**config.mk**
```make
export PLATFORM = sky130hd
export DESIGN_NAME = dpi_back
export DESIGN_NICKNAME = d
export VERILOG_FILES = /design/src/rtl/core/dpi_pkg.sv /design/src/rtl/core/dpi_back.sv
export SDC_FILE = /design/constraint.sdc
export NUM_CORES = 2
export LEC_CHECK = 0
export ABC_AREA = 1
export BUFFER_PORTS_ARGS = -buffer_cell sky130_fd_sc_hd__buf_2
export CORE_MARGIN = 2
export CORE_UTILIZATION = 50
export DETAILED_ROUTE_END_ITERATION = 8
export HOLD_SLACK_MARGIN = 0.08
export PLACE_DENSITY = 0.73
export SYNTH_ARGS = -nofsm -noshare
export SYNTH_HDL_FRONTEND = slang
export SYNTH_SLANG_ARGS = --single-unit
```
**constraint.sdc**
```tcl
create_clock -name clk -period 12.7 [get_ports clk]
set_clock_uncertainty 0.15 [all_clocks]
set_input_delay 0.635 -clock clk [delete_from_list [all_inputs] [get_ports clk]]
set_output_delay 0.635 -clock clk [all_outputs]
set_load 0.1 [all_outputs]
```
**src/rtl/core/dpi_pkg.sv**
```systemverilog
// ----------------------------------------------------------------------------
// dpi_pkg
// Types and codes shared by the data-processing-immediate execute block.
// ----------------------------------------------------------------------------
`default_nettype none

package dpi_pkg;

	localparam int XLEN          = 64;
	localparam int NUM_REGS      = 32;
	localparam int REG_IDX_W     = $clog2(NUM_REGS);
	localparam int DEPTH_DEFAULT = 2;

	// Result status codes
	localparam logic [1:0] ST_OK    = 2'd0;
	localparam logic [1:0] ST_UNIMP = 2'd1;
	localparam logic [1:0] ST_UNDEF = 2'd2;

	// Instruction kinds as classified by the front end
	localparam logic [1:0] KIND_ADDSUB = 2'd0;
	localparam logic [1:0] KIND_LOGIC  = 2'd1;
	localparam logic [1:0] KIND_UNIMP  = 2'd2;
	localparam logic [1:0] KIND_UNDEF  = 2'd3;

	// Logical opc codes
	localparam logic [1:0] OPC_AND  = 2'd0;
	localparam logic [1:0] OPC_ORR  = 2'd1;
	localparam logic [1:0] OPC_EOR  = 2'd2;
	localparam logic [1:0] OPC_ANDS = 2'd3;

	typedef struct packed {
		logic [1:0]           kind;
		logic                 sf;
		logic [1:0]           opc;   // add/sub: {sub, setflag}; logical: opc
		logic [REG_IDX_W-1:0] rd;
		logic [REG_IDX_W-1:0] rn;
		logic [XLEN-1:0]      imm;   // add/sub immediate or logical mask
	} dec_t;

	typedef struct packed {
		logic [1:0]           status;
		logic [REG_IDX_W-1:0] rd;
		logic [XLEN-1:0]      value;
		logic [3:0]           nzcv;
	} res_t;

endpackage

`default_nettype wire

```
**src/rtl/core/dpi_back.sv**
```systemverilog
// ----------------------------------------------------------------------------
// dpi_back
// Executes decoded items against the register file and the NZCV flags.
// ----------------------------------------------------------------------------
`default_nettype none

module dpi_back (
	input  wire logic      clk,
	input  wire logic      arst_n,
	input  dpi_pkg::dec_t  dec,
	input  wire logic      dec_empty,
	output logic           dec_pop,
	output dpi_pkg::res_t  res,
	input  wire logic      res_full,
	output logic           res_push
);

	import dpi_pkg::*;

	logic [XLEN-1:0] gpr_q [NUM_REGS];
	logic [3:0]      nzcv_q;

	logic            fire;
	logic [XLEN-1:0] op_a;
	logic [XLEN-1:0] op_b;
	logic            is_sub;
	logic            set_flags;
	logic [XLEN:0]   sum64;
	logic [32:0]     sum32;
	logic [XLEN-1:0] as_res;
	logic [XLEN-1:0] lg_res;
	logic            as_c;
	logic            as_v;
	logic [XLEN-1:0] value;
	logic [3:0]      nzcv_next;
	logic            wr_en;
	logic            top_bit;

	assign fire     = !dec_empty && !res_full;
	assign dec_pop  = fire;
	assign res_push = fire;

	assign op_a   = gpr_q[dec.rn];
	assign is_sub = dec.opc[1];
	assign op_b   = is_sub ? ~dec.imm : dec.imm;

	assign sum64 = {1'b0, op_a} + {1'b0, op_b} + (XLEN + 1)'(is_sub);
	assign sum32 = {1'b0, op_a[31:0]} + {1'b0, op_b[31:0]} + 33'(is_sub);

	always_comb begin
		if (dec.sf) begin
			as_res = sum64[XLEN-1:0];
			as_c   = sum64[XLEN];
			as_v   = (op_a[XLEN-1] ^ sum64[XLEN-1]) & (op_b[XLEN-1] ^ sum64[XLEN-1]);
		end else begin
			as_res = {32'd0, sum32[31:0]};
			as_c   = sum32[32];
			as_v   = (op_a[31] ^ sum32[31]) & (op_b[31] ^ sum32[31]);
		end
	end

	always_comb begin
		case (dec.opc)
			OPC_ORR: lg_res = op_a | dec.imm;
			OPC_EOR: lg_res = op_a ^ dec.imm;
			default: lg_res = op_a & dec.imm;
		endcase
		if (!dec.sf) begin
			lg_res[XLEN-1:32] = '0;
		end
	end

	always_comb begin
		value     = '0;
		wr_en     = 1'b0;
		set_flags = 1'b0;
		top_bit   = 1'b0;
		nzcv_next = nzcv_q;
		res.status = ST_OK;
		unique case (dec.kind)
			KIND_ADDSUB: begin
				value     = as_res;
				wr_en     = 1'b1;
				set_flags = dec.opc[0];
				top_bit   = dec.sf ? as_res[XLEN-1] : as_res[31];
				if (set_flags) begin
					nzcv_next = {top_bit, as_res == '0, as_c, as_v};
				end
			end
			KIND_LOGIC: begin
				value     = lg_res;
				wr_en     = 1'b1;
				set_flags = (dec.opc == OPC_ANDS);
				top_bit   = dec.sf ? lg_res[XLEN-1] : lg_res[31];
				if (set_flags) begin
					nzcv_next = {top_bit, lg_res == '0, 2'b00};
				end
			end
			KIND_UNDEF: begin
				res.status = ST_UNDEF;
			end
			default: begin
				res.status = ST_UNIMP;
			end
		endcase
		res.rd    = dec.rd;
		res.value = value;
		res.nzcv  = nzcv_next;
	end

	always_ff @(posedge clk or negedge arst_n) begin
		if (!arst_n) begin
			nzcv_q <= '0;
			for (int i = 0; i < NUM_REGS; i++) begin
				gpr_q[i] <= '0;
			end
		end else if (fire) begin
			nzcv_q <= nzcv_next;
			if (wr_en) begin
				gpr_q[dec.rd] <= value;
			end
		end
	end

endmodule

`default_nettype wire

```
==> results_tabular.tex <==
\begin{tabular}{lr}
\hline
Metric & Value \\
\hline
\multicolumn{2}{l}{\textbf{Run status}} \\
\quad Outcome & finished, violations left \\
\quad Violations in the final reports & max-capacitance violations \\
\multicolumn{2}{l}{\textbf{Die}} \\
\quad Ports placed on the boundary & 160 \\
\quad Vertical die dimension & about 460 µm \\
\quad Number of rows in the core area & 166 \\
\quad Core Area & roughly 0.20 mm² \\
\quad Die extent in x & 457 µm \\
\quad Total die area & 0.209 mm² \\
\quad Starting utilization of the core area & 0.502 \\
\multicolumn{2}{l}{\textbf{Placed design}} \\
\quad Port Buffers & roughly 160 \\
\quad Placer's final routability congestion estimate & 0.980 \\
\quad Total half-perimeter wirelength after legalization and detailed placement & 223 mm \\
\multicolumn{2}{l}{\textbf{Yosys}} \\
\quad Leading cell types by count after synthesis & 2556 x o21ai\_0, 2052 x dfrtp\_1, 1990 x nand2\_1 \\
\quad Cell type contributing the most total cell area after synthesis & dfrtp\_1 \\
\quad Proportion of synthesized flip-flops having asynchronous set or reset & 1.00 \\
\quad Number of synthesized flops with an enable pin & 0 \\
\quad Instance count of the mapped netlist & 12500 \\
\quad Combined area of all synthesized cells & 0.103 mm² \\
\quad Most common cell in the synthesized netlist & o21ai\_0 \\
\quad Syn Nets & 12800 \\
\quad Distinct cell type count of the synthesized netlist & 54 \\
\quad Sequential element share of the synthesized area & 0.500 \\
\quad Mean post-synth cell area & a little over 8 µm² \\
\quad Top cells by area, synth & dfrtp\_1 50\%, o21ai\_0 12\%, nand2\_1 7.3\% \\
\quad Portion of synthesized cell area occupied by the leading cell type & 0.500 \\
\quad Total of flip-flops plus latches after synthesis & 2052 \\
\quad Most frequently used flop master after synthesis & dfrtp\_1 \\
\quad Yosys synthesis warning count & 0 \\
\multicolumn{2}{l}{\textbf{Finish}} \\
\quad Utilization of the core after routing & 0.550 \\
\quad Layout overhead on the synthesized area & 9.48\% \\
\quad Layout cell share with drive strength beyond 1 & 0.0993 \\
\quad Fill cell instance count of the final layout & 18100 \\
\quad Number of nets in the final layout & 12300 \\
\multicolumn{2}{l}{\textbf{Worst setup path}} \\
\quad Data arrival time at the worst-slack endpoint & between 8000 and 9000 ps \\
\quad Minimum setup slack among reg-to-reg paths & 6260 ps \\
\quad Class of the most critical setup path & in -> out \\
\quad Startpoint of the most critical register-to-register path & gpr\_q[647]\$\_DFFE\_PN0P\_ \\
\quad CP Capture Type & output port \\
\quad Depth of the worst register-to-register path & 23 \\
\quad CP Max Fanout & around 140 \\
\quad Required @ worst endpoint & 11910 ps \\
\quad Startpoint type of the worst setup path & input port \\
\quad Critical path's most frequent cell & nand2\_1 \\
\quad Slowest library cell on the worst path & o21ai\_1 \\
\quad Max stage delay on crit path & 900 ps \\
\quad Destination of the worst register-to-register timing path & gpr\_q[1377]\$\_DFFE\_PN0P\_ \\
\multicolumn{2}{l}{\textbf{STA}} \\
\quad Hold violation total from the final report & 0 \\
\quad Max Freq & 0.108 GHz \\
\quad Setup violation total in the final timing report & 0 \\
\quad Sum Neg Setup Slack & 0 ps \\
\quad Share of the cycle needed by the critical path after routing & 0.728 \\
\quad Final slew viol count & 0 \\
\quad Setup repair after global routing missed its margin & no \\
\quad Post-layout minimum cycle time & 9240 ps \\
\quad Slew Limit Headroom & 0.00585 \\
\quad Hold slack & 208 ps \\
\quad Slew at the pin closest to its max-slew limit & around 1500 ps \\
\multicolumn{2}{l}{\textbf{Pwr}} \\
\quad Leakage & roughly 53 nW \\
\quad Power density relative to cell area & roughly 150 mW/mm² \\
\quad Worst voltage drop across the vdd grid & 0.000178 V \\
\multicolumn{2}{l}{\textbf{CTS}} \\
\quad Max H-tree Level & 4 \\
\quad Maximum count of clock buffers along a single path & 3 \\
\quad Root Driver & clkbuf\_16 \\
\quad Count of instances resized after the clock tree is built & 0 \\
\quad TritonCTS clock tree & built \\
\quad CTS clk-pin slew, worst paths & 60 ps \\
\quad Clock latency of the later-clocked register in the worst-skew pair & 920 ps \\
\quad Number of buffers inserted during clock tree synthesis & approximately 210 \\
\quad Sinks on Clock Net & 2052 \\
\multicolumn{2}{l}{\textbf{Min path}} \\
\quad Destination of the worst hold path & gpr\_q[596]\$\_DFFE\_PN0P\_ \\
\quad HP Class & in -> reg \\
\quad Start point of the worst min-delay path & dec[71] \\
\quad Cell depth of the worst hold path & 5 \\
\multicolumn{2}{l}{\textbf{Drt}} \\
\quad Count of unresolved DRC violations after routing & 0 \\
\quad Routed Antenna Nets & 0 \\
\quad DR WL/cell & 25.1 µm \\
\quad Number of optimization iterations in the first detailed-route pass & 7 \\
\quad Number of design-rule violations left by the first detailed-router iteration & approximately 12000 \\
\quad Total wirelength of the detailed-routed design & between 300 and 400 mm \\
\quad Vias/cell & 6.19 \\
\quad Via count & 92000 \\
\multicolumn{2}{l}{\textbf{Global route}} \\
\quad Total Routing Usage GR & 0.351 \\
\quad Pin count of the biggest net entering global routing & roughly 190 \\
\quad Remaining global-route overflow & 0 \\
\quad Number of antenna violations at the first check in global routing & 16 \\
\quad Via count of the first global-routing pass & about 88000 \\
\quad Global-route wire length before repair & approximately 560 mm \\
\multicolumn{2}{l}{\textbf{Flow run}} \\
\quad Max-Cap Viols & 1 \\
\hline
\end{tabular}
where the power goes:
group          switching, mW  internal (mW)
combinational           2.27          0.824
clock                   2.80           3.83
sequential             0.238           7.08
layer usage:
| metal | vias to the layer above | track usage | routed length (µm) |
|---|---|---|---|
| met3 | 1063 | 0.0853 | 42500 |
| met4 | 14 | 0.159 | 19000 |
| met2 | 5261 | 0.527 | 162000 |
| met5 | - | 0 | 85 |
| li1 | 40700 | - | - |
| met1 | 45000 | 0.481 | 150000 |
flip-flops by register name, summed over array words and instances (netlist names):
register and count:
gpr_q 2048, nzcv_q 4
per-stage QoR:
| stage | setup slack (ps) | cells | area [µm²] | total power [mW] |
|---|---|---|---|---|
| 5_1_grt | 3330 | 14900 | 112000 | 17.7 |
| 3_3_place_gp | 3790 | 14500 | 105000 | 10.4 |
| 3_5_place_dp | 3900 | 14500 | 105000 | 10.4 |
| 2_1_floorplan | 6130 | 12500 | 103000 | 9.34 |
| 4_1_cts | 3840 | 14900 | 112000 | 17.0 |
| 6_report | 3460 | 14900 | 112000 | 17.0 |
kinds of logic (layout without fill, tap and decap cells):
kind of cell	after synthesis	in the layout	share of synthesized area
AOI/OAI and AO/OA	4138	4138	0.215
and+or+nand+nor	3765	3765	0.143
DFF	2052	2052	0.500
buffers and inverters	1877	1572	0.0708
muxes	377	377	0.0414
adders and majority gates	196	196	0.0240
xor gates and xnor gates	75	75	0.00640
other	0	5	0
timing repair:
item / 4_1_cts / 5_1_grt
hold endpoints to repair: 158 / 0
hold buffers: 3 / 0
buffers inserted: 0 / 0
critical path: cells and delay by family:
| family | cells | cell delay (ps) |
|---|---|---|
| fa+ha+maj | 1 | 530 |
| simple gates | 18 | 2990 |
| buf+inv | 5 | 2410 |
| compound gates | 6 | 1710 |
worst max-delay path by stage:
stage,startpoint,slack (ps),endpoint,cells after the start
finish,dec[65],3460,res[2],30
global route,dec[65],3330,res[2],30
CTS,dec[65],3840,res[2],30
detailed placement,dec[65],3900,res[2],30
global placement,dec[65],3790,res[2],30
floorplan,dec[64],6130,gpr_q[1036]$_DFFE_PN0P_,26
cell type report:
class	count	area, µm²	area share
antenna	5	12.5	0.000111
clock buffer	286	5870	0.0522
clock inverter	93	1530	0.0136
inverter	824	3160	0.0281
multi-input combinational	8551	44500	0.396
sequential	2052	51300	0.457
tap	2688	3360	0.0299
timing repair buffer	369	2660	0.0237
cell usage in the layout, fill, tap and decap left out, types with 15 or more instances in the layout:
| cell type | instances |
|---|---|
| a211oi_1 | 29 |
| a21oi_1 | 974 |
| a31oi_1 | 18 |
| buf_12 | 19 |
| buf_2 | 152 |
| buf_4 | 191 |
| bufinv_16 | 28 |
| clkbuf_1 | 40 |
| clkbuf_16 | 207 |
| clkbuf_8 | 39 |
| clkinv_2 | 41 |
| dfrtp_1 | 2052 |
| ha_1 | 194 |
| inv_1 | 788 |
| mux2_2 | 377 |
| nand2_1 | 1986 |
| nand3_1 | 164 |
| nand3b_1 | 23 |
| nand4_1 | 28 |
| nor2_1 | 1458 |
| nor2_4 | 15 |
| nor3_1 | 40 |
| o211ai_1 | 135 |
| o21ai_0 | 2548 |
| o21ai_1 | 51 |
| o221ai_1 | 72 |
| o22ai_1 | 193 |
| xor2_1 | 69 |
Power figures use the tool's default switching activity.
