File: src/rtl/core/dpi_queue.sv
// ----------------------------------------------------------------------------
// dpi_queue
// Small synchronous queue with push/full and pop/empty handshakes.
// ----------------------------------------------------------------------------
`default_nettype none

module dpi_queue #(
	parameter type item_t = logic,
	parameter int  DEPTH  = 2
) (
	input  wire logic  clk,
	input  wire logic  arst_n,
	input  wire logic  push,
	input  item_t      push_data,
	output logic       full,
	input  wire logic  pop,
	output item_t      pop_data,
	output logic       empty
);

	localparam int PTR_W = $clog2(DEPTH);
	localparam int CNT_W = $clog2(DEPTH + 1);

	item_t             mem_q [DEPTH];
	logic [PTR_W-1:0]  wr_ptr_q;
	logic [PTR_W-1:0]  rd_ptr_q;
	logic [CNT_W-1:0]  count_q;
	logic              do_push;
	logic              do_pop;

	assign full     = (count_q == CNT_W'(DEPTH));
	assign empty    = (count_q == '0);
	assign do_push  = push && !full;
	assign do_pop   = pop && !empty;
	assign pop_data = mem_q[rd_ptr_q];

	always_ff @(posedge clk or negedge arst_n) begin
		if (!arst_n) begin
			wr_ptr_q <= '0;
			rd_ptr_q <= '0;
			count_q  <= '0;
		end else begin
			if (do_push) begin
				wr_ptr_q <= (wr_ptr_q == PTR_W'(DEPTH - 1)) ? '0 : wr_ptr_q + 1'b1;
			end
			if (do_pop) begin
				rd_ptr_q <= (rd_ptr_q == PTR_W'(DEPTH - 1)) ? '0 : rd_ptr_q + 1'b1;
			end
			if (do_push && !do_pop) begin
				count_q <= count_q + 1'b1;
			end else if (do_pop && !do_push) begin
				count_q <= count_q - 1'b1;
			end
		end
	end

	always_ff @(posedge clk) begin
		if (do_push) begin
			mem_q[wr_ptr_q] <= push_data;
		end
	end

endmodule

`default_nettype wire

File: config.mk
export PLATFORM = sky130hd
export DESIGN_NAME = dpi_queue
export DESIGN_NICKNAME = d
export VERILOG_FILES = /design/src/rtl/core/dpi_queue.sv
export SDC_FILE = /design/constraint.sdc
export NUM_CORES = 1
export LEC_CHECK = 0
export BUFFER_PORTS_ARGS = -buffer_cell sky130_fd_sc_hd__buf_4
export CAP_MARGIN = 20
export CORE_AREA = 2 2 39 41
export CTS_CLUSTER_DIAMETER = 30
export DETAILED_ROUTE_END_ITERATION = 10
export DIE_AREA = 0 0 41 43
export SLEW_MARGIN = 20
export SYNTH_ARGS = -nofsm -noshare
export SYNTH_HDL_FRONTEND = slang
export SYNTH_SLANG_ARGS = --single-unit
File: constraint.sdc
create_clock -name clk -period 2.9 [get_ports clk]
set_input_delay 0 -clock clk [delete_from_list [all_inputs] [get_ports clk]]
set_output_delay 0 -clock clk [all_outputs]
set_load 0.01 [all_outputs]
==> results of run 1 <==
[synthesized netlist by cell type]
cell	number
xnor2_1	3
mux2_2	1
ha_1	1
nor2_1	3
inv_1	2
and3_1	1
o21ai_1	1
dfrtp_1	4
nand2b_1	1
nand2_1	1
xor2_1	2
edfxtp_1	2
[flip-flops by register name (all words and copies together), names as in the netlist]
register / count
wr_ptr_q: 1
count_q: 2
rd_ptr_q: 1
mem_q: 2
[power by group through the flow]
stage               registers, uW  clock network [uW]  logic, uW
floorplan                     154                   0        108
global placement              160                   0        152
detailed placement            161                   0        154
CTS                           160                88.9        158
global route                  166                94.8        177
finish                        159                87.1        154
[logic make-up after synthesis]
family | Yosys count | synth area share
compound gates | 1 | 0.0187
xor+xnor | 5 | 0.164
fa+ha+maj | 1 | 0.0467
mux | 1 | 0.0421
simple gates | 6 | 0.103
buf+inv | 2 | 0.0280
flops | 6 | 0.598
[cells in the final DEF (no fill, tap or decap), types with 2 or more instances in the layout]
cell,instances
clkbuf_4,3
buf_4,7
edfxtp_1,2
dfrtp_1,4
dlygate4sd3_1,2
inv_1,2
xnor2_1,3
xor2_1,2
nor2_1,3
[repair_timing]
action	in CTS	in global routing
hold endpoints to repair	6	0
hold buffers	2	0
buffers inserted	0	0
[final timing paths]
check | startpoint | to | slack, ns | cells past startpoint
worst max-delay path | count_q[0]$_DFFE_PN0P_ | count_q[1]$_DFFE_PN0P_ | 1.43 | 6
worst min-delay path | push | wr_ptr_q$_DFFE_PN0N_ | 0.07 | 3
worst max register to register | count_q[0]$_DFFE_PN0P_ | count_q[1]$_DFFE_PN0P_ | 1.43 | 6
worst min register to register | rd_ptr_q$_DFFE_PN0P_ | rd_ptr_q$_DFFE_PN0P_ | 0.48 | 1
max in group asynchronous | arst_n | count_q[0]$_DFFE_PN0P_ | 2.71 | 2
min in group asynchronous | arst_n | wr_ptr_q$_DFFE_PN0N_ | 0.08 | 2
[metrics by stage]
stage                     setup slack [ns]  cells  utilization  hold slack (ns)
after CTS                             1.41     51        0.279           0.0750
after floorplan                       1.54     22            -           -0.296
after global placement                1.44     45        0.246           -0.200
after detailed placement              1.43     45        0.246           -0.200
after global routing                  1.33     51        0.279           0.0844
final                                 1.43     51        0.279           0.0741
[final cells by class]
class,instances,area [sq um]
clock buffers,4,26.3
fillers,149,997
inverters,2,7.51
multi-input cells,14,100
flip-flops and latches,6,160
well taps,16,20.0
repair buffers,9,72.6
[metal layers]
| layer | wire, um | vias up |
|---|---|---|
| met5 | 0 | - |
| met4 | 21 | 0 |
| met3 | 27 | 2 |
| met2 | 181 | 6 |
| met1 | 190 | 82 |
| li1 | - | 97 |
[worst min-delay path, cell delays in order]
cell,delay [ns]
buf_4,0.11
nand2_1,0.10
xnor2_1,0.07
==> metrics.txt, run 1 <==
cell taking the most area after synthesis=dfrtp_1; vias after detailed routing=187; Max VDD drop=approximately 0.23 mV; DR pass1 iterations=1; vias in the first global route=170; RSZ-0062 raised after global routing=no; post-cts sizing count=0; fraction of the cycle the final worst path needs=0.506; minimum clock period=1.47 ns; Flop pwr share=0.397; GRT Overall Usage=0.0706; Max Cap Violations=0; CTS Buf Count=3; diode count=0; IO Count=8; critical path arrival=1.64 ns; GRT overflow=0; GR Util met3=0.0471; crit start category=flop; Buf+Inv Stages, Crit Path=1; Power Total=roughly 400 uW; Root Buffer=clkbuf_4; Synth area leaders=dfrtp_1, edfxtp_1, xnor2_1, xor2_1, ha_1; Worst Path Class, Setup=reg2reg; hold crit path type=in2reg; Seq/Total Area, Yosys=0.598; grt peak-use layer=met4; first-pass GRT wire length=717 um; switching share of power=0.330; initial DRC count=0; post-route ant nets=0; placed cell area=340 sq um; Worst path max stage delay=0.42 ns; largest net degree at the start of global routing=6; Internal Power=268 uW; syn_nets=28; Crit path max-delay family=simple AND/OR/NAND/NOR gates; fin area=387 sq um; area delta synth->final=44.4%; worst-path cell chain=nand2b_1, nand2_1, inv_1, ha_1, nor2_1, xor2_1; synthesis-stage register bit count=6; actual slew at the worst max-slew pin=0.214 ns; Static Leak=0.000183 uW; Die ar.=1760 sq um; NumNets Final=42; Syn Area/Cell=12.2 sq um; crit end category=flop; Mapped Cells=22; critical path's slowest cell=dfrtp_1; Clk pwr share=0.217; Post-Syn Area=268 sq um; final setup violation count=0; Clk Latency, worst-skew pair=0.25 ns; die width=41 um; Final Hold Viols=0; post-synth top area share=0.374; fin. max-slew vios=0; CTS Sinks=6; CTS tree=done; Achievable Freq=682 MHz; core box area=1380 sq um; Via density=3.67; Synth cell types=12; Initial Utilization=0.193; H-tree depth=1; GPL Wtd Cong=0.676; data required time of the critical path=3.07 ns; PD cells=1040 nW/um^2; met1 usage=0.0784; Die Ht=approximately 43 um; clock-pin slew on the worst setup and hold paths=0.05 ns; final WL=421 um; initial antenna violation count=0; I/O Buffers=7; crit-path max FO=5; clock tree buffer depth=2; ratio of cells with drive above 1 in the final layout=0.314; setup TNS=0 ns; Worst slew margin=0.856; Syn. warnings=0; combinational share of power=0.385; status=complete, no violations; skew final=0.00817 ns; Avg WL per Cell=just over 8 um; DRC=0; met2 usage=0.0688; standard-cell rows=14; Switch Pwr=132 uW
Note: power is estimated with default switching activity, not from simulation.
==> run 2: changes to the inputs <==
- clock period: 2.9 -> 1.3 ns (I/O delays scaled with it)
==> run 2 against run 1 <==
  * Sequential share of layout area fell by 6.0 points
  * Critical path type unchanged
  * Sequential power rose by 120%
  * Hold slack improved by 0.013 ns
  * Routed wire length rose by 24%
  * Combinational power rose to 3.4 times the previous value
  * Largest cell class unchanged
  * Via count rose by 9.6%
==> metrics.txt, run 2 (synthesis results as in run 1) <==
placed cell area=395 sq um (+16%); data required time of the critical path=1.43 ns (-1.64 ns); Worst slew margin=0.862 (+0.00539); most frequent cells in the layout=buf_4, dfrtp_1, nor2_1, xnor2_1, clkbuf_4; Clk pwr share=0.162 (-0.055); critical path arrival=1.40 ns (-0.24 ns); worst slack at placement=0.00340 ns (-1.43 ns); Die Ht=43 um (unchanged); core box area=1380 sq um (unchanged); Flop pwr share=0.338 (-0.059); first-pass GRT wire length=772 um (+7.7%); NumNets Final=47 (+12%); worst r2r src=count_q[1]$_DFFE_PN0P_; commonest non-fill, non-tap cell in the layout=buf_4; actual slew at the worst max-slew pin=0.208 ns (-0.00667 ns); switching share of power=0.323 (-0.00738); clock tree buffer depth=2 (unchanged); biggest regs=count_q: 2 flops, mem_q: 2 flops; combinational share of power=0.500 (+0.115); DR pass1 iterations=2 (+1); Clk Latency, worst-skew pair=0.24 ns (about the same); setup TNS=0 ns (unchanged); H-tree depth=1 (unchanged); Die ar.=1760 sq um (unchanged); crit-path max FO=3 (-2); initial antenna violation count=0 (unchanged); first element of the critical path=count_q[1]$_DFFE_PN0P_; PD cells=2310 nW/um^2 (+120%); Max Cap Violations=0 (unchanged); Initial Utilization=0.193 (unchanged); Switch Pwr=337 uW (+150%); skew final=0.00418 ns (-0.00398 ns); vias after detailed routing=205 (+9.6%); Static Leak=0.000214 uW (+17%); GPL Wtd Cong=0.668 (-1.2%); DPL Wire Length=385 um; Final Hold Viols=0 (unchanged); RSZ-0062 raised after global routing=yes; hold crit path type=in2async; CTS Sinks=6 (unchanged); DRC=0 (unchanged); Worst Path Class, Setup=reg2reg; fraction of the cycle the final worst path needs=0.982 (+0.476); crit end category=flop; Achievable Freq=783 MHz (+15%); Root Buffer=clkbuf_4; post-route ant nets=0 (unchanged); die width=41 um (unchanged); standard-cell rows=14 (unchanged); final WL=523 um (+24%); initial DRC count=2 (+2); Avg WL per Cell=9.51 um (+15%); I/O Buffers=7 (unchanged); GRT Overall Usage=0.0758 (+0.00512); CTS Buf Count=3 (unchanged); Via density=3.73 (+1.7%); status=complete, no violations; ratio of cells with drive above 1 in the final layout=0.538 (+0.224); area delta synth->final=68.7%; Power Total=1040 uW (+160%); IO Count=8 (unchanged); minimum clock period=1.28 ns (-0.190 ns); fin area=452 sq um (+17%); setup ws final=0.0235 ns (-1.41 ns); clock-pin slew on the worst setup and hold paths=0.04 ns (about the same); Max VDD drop=0.559 mV (+140%); diode count=0 (unchanged); final setup violation count=0 (unchanged); CTS tree=done; vias in the first global route=209 (+23%); fillers=146 (-2.0%); fin. max-slew vios=0 (unchanged); largest net degree at the start of global routing=5 (-1); Internal Power=706 uW (+160%); crit start category=flop; GRT overflow=0 (unchanged)
[run 2: changes by cell type in the layout (fill, tap and decap cells not counted)]
cell / previous run / this run
ha_4: 0 / 1
ha_1: 1 / 0
nand2b_4: 0 / 1
clkbuf_1: 1 / 0
nand2b_1: 1 / 0
inv_2: 0 / 1
nand2_4: 0 / 1
o21ai_1: 1 / 0
inv_1: 2 / 1
buf_4: 7 / 12
nand2_1: 1 / 0
o21ai_2: 0 / 1
[run 2: path summary, 6_finish.rpt]
check                                         end  slack (ns)  cells after the start
hold reg to reg              rd_ptr_q$_DFFE_PN0P_        0.48                      1
min in group clk               mem_q[1]$_DFFE_PP_        0.12                      2
max in group asynchronous  count_q[0]$_DFFE_PN0P_        1.11                      2
setup / recovery           count_q[1]$_DFFE_PN0P_        0.02                      5
hold / removal             count_q[1]$_DFFE_PN0P_        0.09                      2
setup reg to reg           count_q[1]$_DFFE_PN0P_        0.02                      5
[run 2: layout make-up]
| type | count | area [sq um] | area share |
|---|---|---|---|
| Timing Repair Buffer | 14 | 110 | 0.244 |
| Tap cell | 16 | 20.0 | 0.0443 |
| Sequential cell | 6 | 160 | 0.355 |
| Clock buffer | 3 | 22.5 | 0.0499 |
| Inverter | 2 | 7.51 | 0.0166 |
| Multi-Input combinational cell | 14 | 131 | 0.291 |
[run 2: repair_timing]
item,in CTS,in global routing
buffers inserted,0,0
pin swaps,0,1
resized for setup,1,2
hold endpoints to repair,6,0
endpoints found under the setup margin,1,1
hold buffers,2,0
[run 2: stage by stage]
| step | utilization | hold slack (ns) | cells |
|---|---|---|---|
| finish | 0.326 | 0.0869 | 55 |
| global route | 0.326 | 0.100 | 55 |
| CTS | 0.319 | 0.0824 | 55 |
| detailed placement | 0.286 | -0.199 | 50 |
| global placement | 0.286 | -0.201 | 50 |
| floorplan | - | -0.296 | 22 |
[run 2: power groups by stage]
stage | clock network [uW] | logic (uW) | registers [uW]
floorplan | 0 | 274 | 354
global placement | 0 | 491 | 347
detailed placement | 0 | 496 | 350
CTS | 176 | 505 | 354
global route | 187 | 585 | 365
finish | 169 | 522 | 353
[run 2: critical path, stage by stage, from the launching register on]
cell and delay, ns:
dfrtp_1 0.42, o21ai_2 0.24, ha_4 0.16, xor2_1 0.14, nor2_1 0.06, xor2_1 0.13
[run 2: routing by layer]
| metal | wire length (um) | up-vias | track usage |
|---|---|---|---|
| li1 | - | 105 | - |
| met1 | 193 | 86 | 0.0656 |
| met2 | 259 | 9 | 0.106 |
| met3 | 25 | 5 | 0.0157 |
| met4 | 45 | 0 | 0.120 |
| met5 | 0 | - | 0 |
==> run 3: changes to the inputs <==
==> constraint.sdc (replaced) <==
create_clock -name clk -period 1.3 [get_ports clk]
set_input_delay 0.13 -clock clk [delete_from_list [all_inputs] [get_ports clk]]
set_output_delay 0.13 -clock clk [all_outputs]
set_load 0.01 [all_outputs]
==> run 3 against run 2 <==
  * Critical path type unchanged
  * Count of clock-buffer cells in the layout unchanged
  * Via count down 0.98%
  * Final area fell by 2.2%
  * Clock power about the same
  * Sequential share of layout area increased by 0.80 points
  * Largest cell class unchanged
  * Global-route usage is the same
  * Flip-flop and latch count unchanged
  * Maximum frequency unchanged
  * Setup slack unchanged
  * Largest power group unchanged
  * Sequential power about the same
  * Combinational power is essentially flat
==> metrics.txt, run 3 (synthesis results as in run 1) <==
worst r2r src=count_q[1]$_DFFE_PN0P_; data required time of the critical path=1.43 ns (about the same); area delta synth->final=65.0%; reg-to-reg endpoint=count_q[1]$_DFFE_PN0P_; Flop pwr share=0.339 (about the same); Worst Hold Path EP=mem_q[0]$_DFFE_PP_; largest net degree at the start of global routing=5 (unchanged); Root Buffer=clkbuf_4; worst-path cell chain=o21ai_2, ha_4, xor2_1, nor2_1, xor2_1; setup ws final=0.0235 ns (unchanged); crit end category=flop; initial DRC count=2 (unchanged); Worst path max stage delay=0.42 ns (about the same); final setup violation count=0 (unchanged); H-tree depth=1 (unchanged); hold path start=push_data; R2R Setup Slk=0.02 ns (about the same); hold depth=1; clock-pin slew on the worst setup and hold paths=0.04 ns (about the same); DRC=0 (unchanged); fraction of the cycle the final worst path needs=0.982 (unchanged); status=complete, no violations; Initial Utilization=0.193 (unchanged); CP most frequent cell=xor2_1; vias in the first global route=209 (unchanged); Buf+Inv Stages, Crit Path=0 (unchanged); vias after detailed routing=203 (-0.98%); crit-path max FO=3 (unchanged); PD cells=2360 nW/um^2 (+2.0%); switching share of power=0.323 (+0.000334); commonest non-fill, non-tap cell in the layout=buf_4; worst slack at placement=0.00340 ns (unchanged); Worst slew margin=0.862 (unchanged); first-pass GRT wire length=772 um (unchanged); biggest regs=count_q: 2 flops, mem_q: 2 flops; Clk Latency, worst-skew pair=0.24 ns (about the same); clock tree buffer depth=2 (unchanged); Worst Path Class, Setup=reg2reg; GRT Overall Usage=0.0758 (unchanged); Switch Pwr=337 uW (-0.12%); Final Hold Viols=0 (unchanged); die width=41 um (unchanged); Internal Power=705 uW (-0.28%); final WL=515 um (-1.5%); Crit path max-delay family=flip-flops; fillers=147 (+0.68%); Achievable Freq=783 MHz (unchanged); initial antenna violation count=0 (unchanged); minimum clock period=1.28 ns (unchanged); actual slew at the worst max-slew pin=0.208 ns (unchanged); setup bufs post-CTS=0 (unchanged); crit start category=flop; GRT overflow=0 (unchanged); Max VDD drop=0.559 mV (about the same); Avg WL per Cell=9.54 um (+0.29%); core box area=1380 sq um (unchanged); standard-cell rows=14 (unchanged); post-route ant nets=0 (unchanged); CTS Buf Count=3 (unchanged); ratio of cells with drive above 1 in the final layout=0.553 (+0.0142); RSZ-0062 raised after global routing=yes; critical path's slowest cell=dfrtp_1; first element of the critical path=count_q[1]$_DFFE_PN0P_; Clk pwr share=0.162 (about the same); IO Count=8 (unchanged); diode count=0 (unchanged); Via density=3.76 (+0.86%); Die Ht=43 um (unchanged); fin area=442 sq um (-2.2%); combinational share of power=0.499 (about the same); most frequent cells in the layout=buf_4, dfrtp_1, nor2_1, xnor2_1, clkbuf_4; Reg2Reg Depth=5 (unchanged); placed cell area=395 sq um (unchanged); skew final=0.00418 ns (unchanged); GPL Wtd Cong=0.668 (unchanged); NumNets Final=46 (-2.1%); Max Cap Violations=0 (unchanged); CTS tree=done; critical path arrival=1.40 ns (about the same); DR pass1 iterations=2 (unchanged); hold crit path type=in2reg; DPL Wire Length=385 um (unchanged); Static Leak=0.000210 uW (-2.0%); I/O Buffers=7 (unchanged); CTS Sinks=6 (unchanged); Die ar.=1760 sq um (unchanged); fin. max-slew vios=0 (unchanged)
==> run 3: cell types whose count changed in the layout (fill, tap and decap cells not counted), sizes merged <==
cell         delta
dlygate4sd3     -1
==> run 3: repair_timing <==
action / CTS / global route
hold buffers: 1 / 0
endpoints found under the hold margin: 4 / 0
resized for setup: 1 / 2
pin swaps: 0 / 1
cloned: 0 / 0
setup endpoints to repair: 1 / 1
==> run 3: worst max path at each step <==
stage	endpoint	slack (ns)	cells after the start
after detailed placement	count_q[1]$_DFFE_PN0P_	0.003	5
after global routing	count_q[1]$_DFFE_PN0P_	-0.06	5
after global placement	count_q[1]$_DFFE_PN0P_	0.009	5
after floorplan	count_q[1]$_DFFE_PN0P_	0.008	7
final	count_q[1]$_DFFE_PN0P_	0.02	5
after CTS	count_q[1]$_DFFE_PN0P_	0.005	7
==> run 3: layer usage <==
metal  global-route usage  wire (um)
met3               0.0157         24
met1               0.0656        188
met4                0.120         45
met2                0.106        256
met5                    0          0
==> run 3: worst register-to-register path, delay by kind of cell (launching register included) <==
kind | cells | cell delay [ns]
adder cells (fa/ha/maj) | 1 | 0.17
XOR/XNOR | 2 | 0.27
AO/OA/AOI/OAI | 1 | 0.24
flip-flops | 1 | 0.42
AND/OR/NAND/NOR | 1 | 0.06
==> run 3: layout make-up <==
class                           instances  area (sq um)  share of cell area
Inverter                                2          7.51              0.0170
Clock buffer                            3          22.5              0.0510
Multi-Input combinational cell         14           131               0.297
Timing Repair Buffer                   13           100               0.227
Sequential cell                         6           160               0.363
Tap cell                               16          20.0              0.0453
==> run 3: through the flow <==
| step | power, uW | std cells | TNS [ns] | utilization | hold WS [ns] |
|---|---|---|---|---|---|
| 3_3_place_gp | 838 | 50 | 0 | 0.286 | -0.0706 |
| 6_report | 1040 | 54 | 0 | 0.319 | 0.0764 |
| 4_1_cts | 1030 | 54 | 0 | 0.312 | 0.0709 |
| 2_1_floorplan | 627 | 22 | 0 | - | -0.166 |
| 5_1_grt | 1130 | 54 | -0.0624 | 0.319 | 0.0703 |
| 3_5_place_dp | 847 | 50 | 0 | 0.286 | -0.0692 |
==> run 3: power by group through the flow <==
stage,clock network [uW],registers (uW),logic (uW)
floorplan,0,354,274
global placement,0,347,491
detailed placement,0,350,496
CTS,176,354,503
global route,187,365,582
finish,169,353,520
