$ cat config.mk
export PLATFORM = sky130hd
export DESIGN_NAME = dpi_front
export DESIGN_NICKNAME = d
export VERILOG_FILES = /design/src/rtl/core/dpi_pkg.sv /design/src/rtl/core/dpi_front.sv
export SDC_FILE = /design/constraint.sdc
export NUM_CORES = 1
export LEC_CHECK = 0
export BUFFER_PORTS_ARGS = -buffer_cell sky130_fd_sc_hd__buf_2
export CORE_MARGIN = 5
export CORE_UTILIZATION = 50
export DETAILED_ROUTE_END_ITERATION = 6
export PLACE_DENSITY = 0.82
export SYNTH_ARGS = -nofsm -noshare
export SYNTH_HDL_FRONTEND = slang
export SYNTH_SLANG_ARGS = --single-unit
export TNS_END_PERCENT = 10
$ cat constraint.sdc
create_clock -name vclk -period 14.8
set_input_delay 2.96 -clock vclk [all_inputs]
set_output_delay 2.96 -clock vclk [all_outputs]
set_load 0.01 [all_outputs]
$ cat src/rtl/core/dpi_pkg.sv
// ----------------------------------------------------------------------------
// dpi_pkg
// Types and codes shared by the data-processing-immediate execute block.
// ----------------------------------------------------------------------------
`default_nettype none

package dpi_pkg;

	localparam int XLEN          = 64;
	localparam int NUM_REGS      = 32;
	localparam int REG_IDX_W     = $clog2(NUM_REGS);
	localparam int DEPTH_DEFAULT = 2;

	// Result status codes
	localparam logic [1:0] ST_OK    = 2'd0;
	localparam logic [1:0] ST_UNIMP = 2'd1;
	localparam logic [1:0] ST_UNDEF = 2'd2;

	// Instruction kinds as classified by the front end
	localparam logic [1:0] KIND_ADDSUB = 2'd0;
	localparam logic [1:0] KIND_LOGIC  = 2'd1;
	localparam logic [1:0] KIND_UNIMP  = 2'd2;
	localparam logic [1:0] KIND_UNDEF  = 2'd3;

	// Logical opc codes
	localparam logic [1:0] OPC_AND  = 2'd0;
	localparam logic [1:0] OPC_ORR  = 2'd1;
	localparam logic [1:0] OPC_EOR  = 2'd2;
	localparam logic [1:0] OPC_ANDS = 2'd3;

	typedef struct packed {
		logic [1:0]           kind;
		logic                 sf;
		logic [1:0]           opc;   // add/sub: {sub, setflag}; logical: opc
		logic [REG_IDX_W-1:0] rd;
		logic [REG_IDX_W-1:0] rn;
		logic [XLEN-1:0]      imm;   // add/sub immediate or logical mask
	} dec_t;

	typedef struct packed {
		logic [1:0]           status;
		logic [REG_IDX_W-1:0] rd;
		logic [XLEN-1:0]      value;
		logic [3:0]           nzcv;
	} res_t;

endpackage

`default_nettype wire

$ cat src/rtl/core/dpi_front.sv
// ----------------------------------------------------------------------------
// dpi_front
// Classifies an instruction word and builds its immediate or bit mask.
// ----------------------------------------------------------------------------
`default_nettype none

module dpi_front (
	input  wire logic [31:0] instr,
	output dpi_pkg::dec_t    dec
);

	import dpi_pkg::*;

	localparam logic [2:0] OP0_ADDSUB = 3'b010;
	localparam logic [2:0] OP0_LOGIC  = 3'b100;

	logic [2:0]      op0;
	logic [5:0]      imms;
	logic [5:0]      immr;
	logic            n_bit;
	logic [6:0]      len_vec;
	logic [5:0]      levels;
	logic [5:0]      s_val;
	logic [5:0]      r_val;
	logic [XLEN-1:0] mask;
	logic [XLEN-1:0] addsub_imm;
	logic            mask_bad;

	assign op0     = instr[25:23];
	assign imms    = instr[15:10];
	assign immr    = instr[21:16];
	assign n_bit   = instr[22];
	assign len_vec = {n_bit, ~imms};

	// levels = ones(len), len being the top set bit of len_vec
	always_comb begin
		for (int k = 0; k < 6; k++) begin
			levels[k] = |(len_vec >> (k + 1));
		end
	end

	assign s_val = imms & levels;
	assign r_val = immr & levels;

	// Rotated element, replicated: bit i is set when its rotated slot is <= s
	always_comb begin
		for (int i = 0; i < XLEN; i++) begin
			mask[i] = (((6'(i) & levels) + r_val) & levels) <= s_val;
		end
	end

	assign mask_bad   = (len_vec[6:1] == '0) || (s_val == levels) || (!instr[31] && n_bit);
	assign addsub_imm = instr[22] ? XLEN'({instr[21:10], 12'd0}) : XLEN'(instr[21:10]);

	always_comb begin
		dec.sf  = instr[31];
		dec.opc = instr[30:29];
		dec.rd  = instr[4:0];
		dec.rn  = instr[9:5];
		dec.imm = '0;
		unique case (op0)
			OP0_ADDSUB: begin
				dec.kind = KIND_ADDSUB;
				dec.imm  = addsub_imm;
			end
			OP0_LOGIC: begin
				dec.kind = mask_bad ? KIND_UNDEF : KIND_LOGIC;
				dec.imm  = mask;
			end
			default: begin
				dec.kind = KIND_UNIMP;
			end
		endcase
	end

endmodule

`default_nettype wire

==> results.py, run 1 <==
metrics = {
    "power_and_ir_drop": {
        "vdd_ir_drop_max_mv": 0.0225,
        "seq_power_share_pct": 0,
        "power.total_mw": 0.285,
        "intPower_mw": 0.113,
        "switching_share_pct": 60.2,
        "combPwrFrac_pct": 100.0,
        "p_sw_mw": 0.172,
        "leakage_nw": 3.13,
        "p_per_area_mw_per_mm2": 42.2,
        "clockPowerShare_pct": 0,
    },
    "synth": {
        "netlist_area_sq_mm": 0.00645,
        "synth_cell_type_count": 69,
        "synthesis.nets": 1080,
        "ys_seq_area_share_pct": 0,
        "synthMuxAreaShare_pct": 1.86,
        "synth_warnings": 0,
        "yosys.area_share.simple_pct": 34.3,
        "synth_area_per_cell_sq_um": 7.09,
        "synthCells": 909,
        "synth-compound-area-share_pct": 23.4,
        "synth_fa_ha_area_share_pct": 27.1,
        "synth_top_family_by_area": "simple AND/OR/NAND/NOR gates",
        "synth_xor_area_share_pct": 6.38,
    },
    "timing": {
        "final.setup.tns_ns": 0,
        "whs_ns": 5.92,
        "setup_viol": 0,
        "finalCritPeriodShare_pct": 66.5,
        "relSlewSlack_pct": 28.7,
        "period_minus_slack_ns": 9.84,
        "tightest_slew_ns": 1.06,
        "rsz0062_at_grt": "false",
        "hold_viol": 0,
        "fmaxAchievable_mhz": 102,
        "setup_ws_ns": 4.96,
        "slew_viol_final": 0,
    },
    "placement": {
        "dpl_worst_slack_ns": 5.14,
        "numPlacedInstances": 1109,
        "port_buffers": 84,
        "hpwlAfterDp_microns": 14800,
        "gp_congestion": 0.968,
    },
    "global_routing": {
        "grt_first_pass_wirelength_microns": 32300,
        "antenna_found_initial": 1,
        "grt_usage_pct": 25.5,
        "grt_start_max_net_pins": 83,
        "grt.overflow.total": 0,
        "grt_pass1_vias": 6658,
    },
    "layout": {
        "nets": 1110,
        "syn2layout_area_growth_pct": 4.70,
        "layout_common_cells": "ha_1 (139), nor2_1 (84), buf_2 (84), nand2_1 (76), and2_1 (61)",
        "nClkBuffers": 0,
        "drive_gt1_share_pct": 13.8,
        "nFillCells": 1276,
        "final_cells": 1110,
        "seqCellArea_sq_um": 0,
        "final_common_cell": "ha_1",
        "design.seq.count": 0,
    },
    "clock_network": {
        "post_cts_buffers": 0,
        "cts_hold_buf": 0,
        "cts_resized": 0,
    },
    "setup_path": {
        "cp-end-kind": "output pin",
        "slowest_stage": "and3b_1",
        "crit_family": "simple AND/OR/NAND/NOR gates",
        "slowest_delay_ns": 0.79,
        "crit_buf_inv": 3,
        "required_ns": 11.84,
        "crit_fanout": 36,
        "path_cells": "buf_2 > and3b_1 > nand2_1 > nand2_1 > inv_1 > ha_1 > nor2_1 > xor2_1 > and2_1 > ha_1 > o21a_1 > o21ai_0 > a21boi_0 > o41ai_1 > buf_2",
        "critPathArrivalTime_ns": 6.88,
        "startpoint_type": "input pin",
        "criticalPathCategory": "in2out",
    },
    "floorplanning": {
        "initial_core_util_pct": 51.1,
        "die_y_microns": 124,
        "die_w_microns": 124,
        "die_area_sq_mm": 0.0153,
        "num_rows": 41,
        "core_area_sq_mm": 0.0126,
        "pin_count": 111,
    },
    "routing": {
        "firstDrtPassIters": 5,
        "wl_per_cell_microns": 18.1,
        "vias": 7247,
        "drc": 0,
        "viasPerCell": 6.53,
        "first_iter_violations": 783,
        "drt-total-wl_microns": 20000,
        "drtAntennaViolNets": 0,
    },
    "run_status": {
        "outcome": "finished, final reports clean",
    },
    "job": {
        "max_cap_violations": 0,
    },
    "worst_hold_path": {
        "hp-class": "in2out",
    },
}
[final timing paths]
| check | startpoint | endpoint | cells past startpoint | slack [ns] |
|---|---|---|---|---|
| worst min-delay path | instr[5] | dec[64] | 0 | 5.92 |
| worst max-delay path | instr[22] | dec[7] | 15 | 4.96 |
[stage by stage]
stage | utilization (%) | area [sq um]
final | 53.5 | 6750
after global routing | 53.5 | 6750
after CTS | 53.5 | 6750
after detailed placement | 53.5 | 6750
after global placement | 53.5 | 6750
after floorplan | - | 6450
[layer usage]
layer / track usage, % / wire, microns / vias to the layer above
li1: - / - / 3450
met1: 35.6 / 8500 / 3300
met2: 42.2 / 8950 / 437
met3: 2.20 / 2080 / 60
met4: 6.71 / 502 / 0
met5: 0 / 0 / -
[logic make-up (layout without fill, tap and decap cells)]
group	after synthesis	after routing
adder cells (fa/ha/maj)	140	140
buffers and inverters	79	107
multiplexers	12	12
AO/OA/AOI/OAI	212	212
AND/OR/NAND/NOR	419	419
other	0	1
XOR/XNOR	47	47
[power groups by stage]
| stage | clock network [mW] | logic (mW) | registers, mW |
|---|---|---|---|
| global route | 0.00000000903 | 0.317 | 0 |
| finish | 0.00000000903 | 0.285 | 0 |
| detailed placement | 0 | 0.279 | 0 |
| global placement | 0 | 0.273 | 0 |
| floorplan | 0 | 0.214 | 0 |
| CTS | 0 | 0.280 | 0 |
[synth_stat cells, drive strengths merged, types with 16 or more instances]
cell      n  share of area (%)
inv      17               0.99
nand3b   16                1.9
o21ai    49                3.8
a21oi    44                3.8
ha      139                 27
nor2     84                4.9
or2      19                1.9
buf      45                5.0
nor4     18                1.7
clkbuf   17               0.99
nor3     45                3.7
a211oi   25                2.9
nand3    33                2.6
and2     62                6.0
xnor2    33                4.5
nand2    77                4.5
[area by class of cell]
cell class / instances / area [sq um] / share of cell area, %
antenna: 1 / 2.50 / 0.0371
inverter: 17 / 63.8 / 0.945
multi-input combinational: 830 / 6000 / 88.9
tap: 172 / 215 / 3.19
timing repair buffer: 90 / 465 / 6.89
Power figures use the tool's default switching activity.
==> inputs of run 2 (changes only) <==
==> constraint.sdc (replaced) <==
create_clock -name vclk -period 9.1
set_input_delay 1.82 -clock vclk [all_inputs]
set_output_delay 1.82 -clock vclk [all_outputs]
set_load 0.01 [all_outputs]
==> run 2 against run 1 <==
  * Die area did not move
  * First-iteration DRC count shrank 17%
  * Non-clock buffer count up 1
  * Largest cell class unchanged
==> results.py, run 2 (same netlist as run 1, synthesis figures left out) <==
metrics = {
    "timing": {
        "relSlewSlack_pct": 21.3,
        "finalCritPeriodShare_pct": 83.1,
        "hold_viol": 0,
        "period_minus_slack_ns": 7.57,
        "final.setup.tns_ns": 0,
        "fmaxAchievable_mhz": 132,
        "setup_viol": 0,
        "slew_viol_final": 0,
        "tightest_slew_ns": 1.17,
        "rsz0062_at_grt": "false",
    },
    "layout": {
        "final_cells": 1110,
        "final_common_cell": "ha_1",
        "drive_gt1_share_pct": 13.9,
        "layout_common_cells": "ha_1 (139), nor2_1 (84), buf_2 (84), nand2_1 (76), and2_1 (61)",
        "nets": 1111,
        "antenna_cells": 0,
        "design.seq.count": 0,
        "syn2layout_area_growth_pct": 4.77,
        "nClkBuffers": 0,
        "seqCellArea_sq_um": 0,
    },
    "placement": {
        "numPlacedInstances": 1110,
        "hpwlAfterDp_microns": 15000,
        "port_buffers": 84,
        "gp_congestion": 0.975,
    },
    "global_routing": {
        "grt_first_pass_wirelength_microns": 32800,
        "grt_start_max_net_pins": 75,
        "grt_pass1_vias": 6796,
        "antenna_found_initial": 0,
        "grt.overflow.total": 0,
        "grt_usage_pct": 26.0,
    },
    "run_status": {
        "outcome": "finished, final reports clean",
    },
    "power_and_ir_drop": {
        "vdd_ir_drop_max_mv": 0.0365,
        "p_per_area_mw_per_mm2": 69.1,
        "leakage_nw": 3.13,
    },
    "routing": {
        "drc": 0,
        "drt-total-wl_microns": 20400,
        "viasPerCell": 6.59,
        "first_iter_violations": 648,
        "wl_per_cell_microns": 18.4,
        "firstDrtPassIters": 5,
        "vias": 7311,
        "drtAntennaViolNets": 0,
    },
    "setup_path": {
        "crit_fanout": 36,
        "startpoint_type": "input pin",
        "cp-end-kind": "output pin",
        "critPathArrivalTime_ns": 5.75,
        "required_ns": 7.28,
        "criticalPathCategory": "in2out",
    },
    "clock_network": {
        "cts_hold_buf": 0,
        "cts_resized": 0,
        "post_cts_buffers": 0,
    },
    "floorplanning": {
        "core_area_sq_mm": 0.0126,
        "die_y_microns": 124,
        "initial_core_util_pct": 51.1,
        "die_area_sq_mm": 0.0153,
        "die_w_microns": 124,
        "num_rows": 41,
        "pin_count": 111,
    },
    "job": {
        "max_cap_violations": 0,
    },
    "worst_hold_path": {
        "hp-class": "in2out",
    },
}
==> run 2: changes by cell type in the layout (fill, tap and decap cells not counted), sizes merged <==
cell   previous run  this run
diode             1         0
buf              90        91
==> run 2: worst paths after layout <==
path | from | end | depth (start not counted)
setup / recovery | instr[22] | dec[7] | 15
hold / removal | instr[5] | dec[64] | 0
==> run 2: cell type report <==
cell class,count,area (sq um)
Tap cell,172,215
Inverter,17,63.8
Fill cell,1244,5860
Multi-Input combinational cell,830,6000
Timing Repair Buffer,91,473
==> run 2: where the power goes <==
part	internal, mW	switching [mW]	total [mW]
logic	0.185	0.282	0.467
clock network	0	0	0
registers	0	0	0
==> run 2: worst max-delay path, stage by stage <==
cell      delay, ns
buf_2          0.34
and3b_1        0.78
nand2_1        0.28
nand2_1        0.17
inv_1          0.07
ha_1           0.24
nor2_1         0.15
xor2_1         0.20
and2_1         0.17
ha_1           0.27
o21a_1         0.15
o21ai_0        0.43
a21boi_0       0.17
o41ai_1        0.28
buf_2          0.20
==> run 2: routing by layer <==
metal | up-vias | routed length, microns | GRT usage, %
li1 | 3458 | - | -
met5 | - | 0 | 0
met2 | 380 | 9240 | 44.0
met4 | 0 | 491 | 6.99
met1 | 3422 | 8660 | 34.9
met3 | 51 | 2040 | 2.93
==> run 2: through the flow <==
| step | instance area [sq um] | setup slack (ns) | total power, mW | hold slack [ns] | util, % |
|---|---|---|---|---|---|
| floorplan | 6450 | 2.58 | 0.347 | 3.73 | - |
| global placement | 6760 | 1.75 | 0.444 | 3.64 | 53.5 |
| detailed placement | 6760 | 1.75 | 0.455 | 3.64 | 53.5 |
| CTS | 6760 | 1.72 | 0.458 | 3.64 | 53.5 |
| global route | 6760 | 1.46 | 0.518 | 3.64 | 53.5 |
| finish | 6760 | 1.53 | 0.467 | 3.64 | 53.5 |
==> inputs of run 3 (changes only) <==
--- a/config.mk
+++ b/config.mk
@@ -5,11 +5,12 @@
 export SDC_FILE = /design/constraint.sdc
 export NUM_CORES = 1
 export LEC_CHECK = 0
+export ABC_AREA = 1
 export BUFFER_PORTS_ARGS = -buffer_cell sky130_fd_sc_hd__buf_2
 export CORE_MARGIN = 5
 export CORE_UTILIZATION = 50
 export DETAILED_ROUTE_END_ITERATION = 6
-export PLACE_DENSITY = 0.82
+export PLACE_DENSITY = 0.85
 export SYNTH_ARGS = -nofsm -noshare
 export SYNTH_HDL_FRONTEND = slang
 export SYNTH_SLANG_ARGS = --single-unit
==> constraint.sdc (replaced) <==
create_clock -name vclk -period 6.09
set_input_delay 1.218 -clock vclk [all_inputs]
set_output_delay 1.218 -clock vclk [all_outputs]
set_load 0.01 [all_outputs]
==> run 3 against run 2 <==
  * Sequential cell count stayed put
  * Final cell count is 32% higher
  * Utilization is 1.4 points higher
  * Combinational power is 66% higher
  * Final area is 6.8% higher
  * Global-route usage is 0.15 points lower
  * Setup slack worse by 0.92 ns
  * Via count is 7.4% higher
  * Synthesized area is 3.3% higher
  * Total power is 67% higher
  * Wire length is 2.1% higher
  * Critical endpoint is now dec[13]
  * Highest routed layer unchanged
==> results.py, run 3 <==
metrics = {
    "synth": {
        "synth_area_per_cell_sq_um": 5.44,
        "synth-compound-area-share_pct": 12.7,
        "ys_seq_area_share_pct": 0,
        "synth_common_cells": "nand2_1 (458), ha_1 (139), inv_1 (139)",
        "synthesis.nets": 1395,
        "yosys.area.top_type": "ha_1",
        "synth_xor_area_share_pct": 3.55,
        "yosysMostFrequentCell": "nand2_1",
        "yosys.area_share.simple_pct": 45.8,
        "synth_area_leaders": "ha_1 (26%), nand2_1 (26%), a21oi_1 (8.1%)",
        "synth_top_family_by_area": "simple AND/OR/NAND/NOR gates",
        "netlist.area_leader.share_pct": 26.1,
        "synthMuxAreaShare_pct": 0,
        "synth_fa_ha_area_share_pct": 26.1,
        "synth_cell_type_count": 37,
        "synthCells": 1224,
        "synth_warnings": 0,
        "netlist_area_sq_mm": 0.00666,
    },
    "floorplanning": {
        "die_w_microns": 125,
        "pin_count": 111,
        "die_area_sq_mm": 0.0157,
        "die_y_microns": 125,
        "num_rows": 42,
        "core_area_sq_mm": 0.0131,
        "initial_core_util_pct": 50.7,
    },
    "worst_hold_path": {
        "hp-class": "in2out",
        "hp-start": "instr[8]",
        "whs_path_depth": 0,
        "min_to": "dec[67]",
    },
    "layout": {
        "final_common_cell": "nand2_1",
        "nets": 1457,
        "drive_gt1_share_pct": 10.7,
        "nClkBuffers": 0,
        "fin_util_pct": 54.9,
        "seqCellArea_sq_um": 0,
        "design.seq.count": 0,
        "layout_common_cells": "nand2_1 (457), inv_1 (139), ha_1 (139), nor2_1 (128), a21oi_1 (108)",
        "syn2layout_area_growth_pct": 8.34,
        "antenna_cells": 0,
    },
    "run_status": {
        "outcome": "finished, final reports clean",
    },
    "routing": {
        "drtAntennaViolNets": 0,
        "drt-total-wl_microns": 20900,
        "wl_per_cell_microns": 14.3,
        "met2_length_microns": 9420,
        "highest_layer": "met4",
        "firstDrtPassIters": 5,
        "first_iter_violations": 608,
        "wl_met1_microns": 9190,
        "drc": 0,
        "viasPerCell": 5.38,
        "vias": 7853,
        "wl_met3_microns": 1470,
    },
    "global_routing": {
        "grt.overflow.total": 0,
        "grt_first_pass_wirelength_microns": 34700,
        "grt_pass1_vias": 7391,
        "antenna_found_initial": 0,
        "grt_start_max_net_pins": 64,
        "grt_usage_pct": 25.8,
    },
    "clock_network": {
        "cts_hold_buf": 0,
        "cts_resized": 0,
        "post_cts_buffers": 0,
    },
    "timing": {
        "final.setup.tns_ns": 0,
        "relSlewSlack_pct": 30.8,
        "period_minus_slack_ns": 5.47,
        "rsz0062_at_grt": "false",
        "hold_viol": 0,
        "setup_viol": 0,
        "slew_viol_final": 0,
        "finalCritPeriodShare_pct": 89.9,
        "tightest_slew_ns": 1.04,
        "fmaxAchievable_mhz": 183,
    },
    "setup_path": {
        "required_ns": 4.87,
        "startpoint_type": "input pin",
        "crit_fanout": 9,
        "crit_cells": 21,
        "slowest_delay_ns": 0.35,
        "path_cells": "buf_2 > inv_6 > nand2_4 > nor2_2 > nor2_1 > ha_1 > inv_1 > o21ai_2 > inv_1 > nand2_1 > nand2_1 > nand2_1 > nor2_1 > ha_1 > nand2_1 > inv_1 > nand3_1 > nand3_1 > a21oi_1 > a21o_1 > buf_2",
        "critPathArrivalTime_ns": 4.26,
        "criticalPathCategory": "in2out",
        "crit_buf_inv": 6,
        "crit_family": "simple AND/OR/NAND/NOR gates",
        "slowest_stage": "nor2_1",
        "cp-end-kind": "output pin",
        "cp_common_cell": "nand2_1",
    },
    "job": {
        "max_cap_violations": 0,
    },
    "placement": {
        "port_buffers": 84,
        "hpwlAfterDp_microns": 16600,
        "gp_congestion": 1.04,
    },
    "power_and_ir_drop": {
        "p_per_area_mw_per_mm2": 108,
        "vdd_ir_drop_max_mv": 0.0477,
        "power.total_mw": 0.777,
        "leakage_nw": 4.49,
    },
}
==> run 3: cells by family (layout without fill, tap and decap cells) <==
kind of cell / after synthesis / in the layout
xor+xnor: 27 / 27
simple gates: 713 / 713
buf+inv: 191 / 251
compound gates: 154 / 154
fa+ha+maj: 139 / 139
==> run 3: routing by layer <==
| layer | global-route usage [%] | vias up |
|---|---|---|
| met3 | 2.09 | 57 |
| met2 | 43.3 | 285 |
| met4 | 9.69 | 0 |
| met5 | 0 | - |
| met1 | 34.4 | 3488 |
| li1 | - | 4023 |
==> run 3: worst max-delay path by stage <==
stage | start | to | slack, ns
after CTS | instr[22] | dec[13] | 0.67
final | instr[22] | dec[13] | 0.62
after global placement | instr[22] | dec[13] | 0.80
after floorplan | instr[22] | dec[51] | 1.13
after global routing | instr[22] | dec[13] | 0.33
after detailed placement | instr[22] | dec[13] | 0.67
==> run 3: report_power, final <==
| group | internal, mW | total (mW) | switching [mW] | leakage (nW) |
|---|---|---|---|---|
| logic | 0.281 | 0.777 | 0.496 | 4.49 |
| registers | 0 | 0 | 0 | 0 |
| clock network | 0 | 0 | 0 | 0 |
| total | 0.281 | 0.777 | 0.496 | 4.49 |
==> run 3: area by class of cell <==
class,count,area [sq um]
multi-input combinational,1033,5880
inverter,150,573
tap,176,220
timing repair buffer,101,548
fill,1405,5920
==> run 3: metrics by stage <==
stage	instances	cell area (sq um)	hold WS [ns]	setup WS, ns
floorplan	1224	6660	2.53	1.13
global placement	1460	7220	2.44	0.801
detailed placement	1460	7220	2.44	0.671
CTS	1460	7220	2.44	0.668
global route	1460	7220	2.44	0.328
finish	1460	7220	2.44	0.615
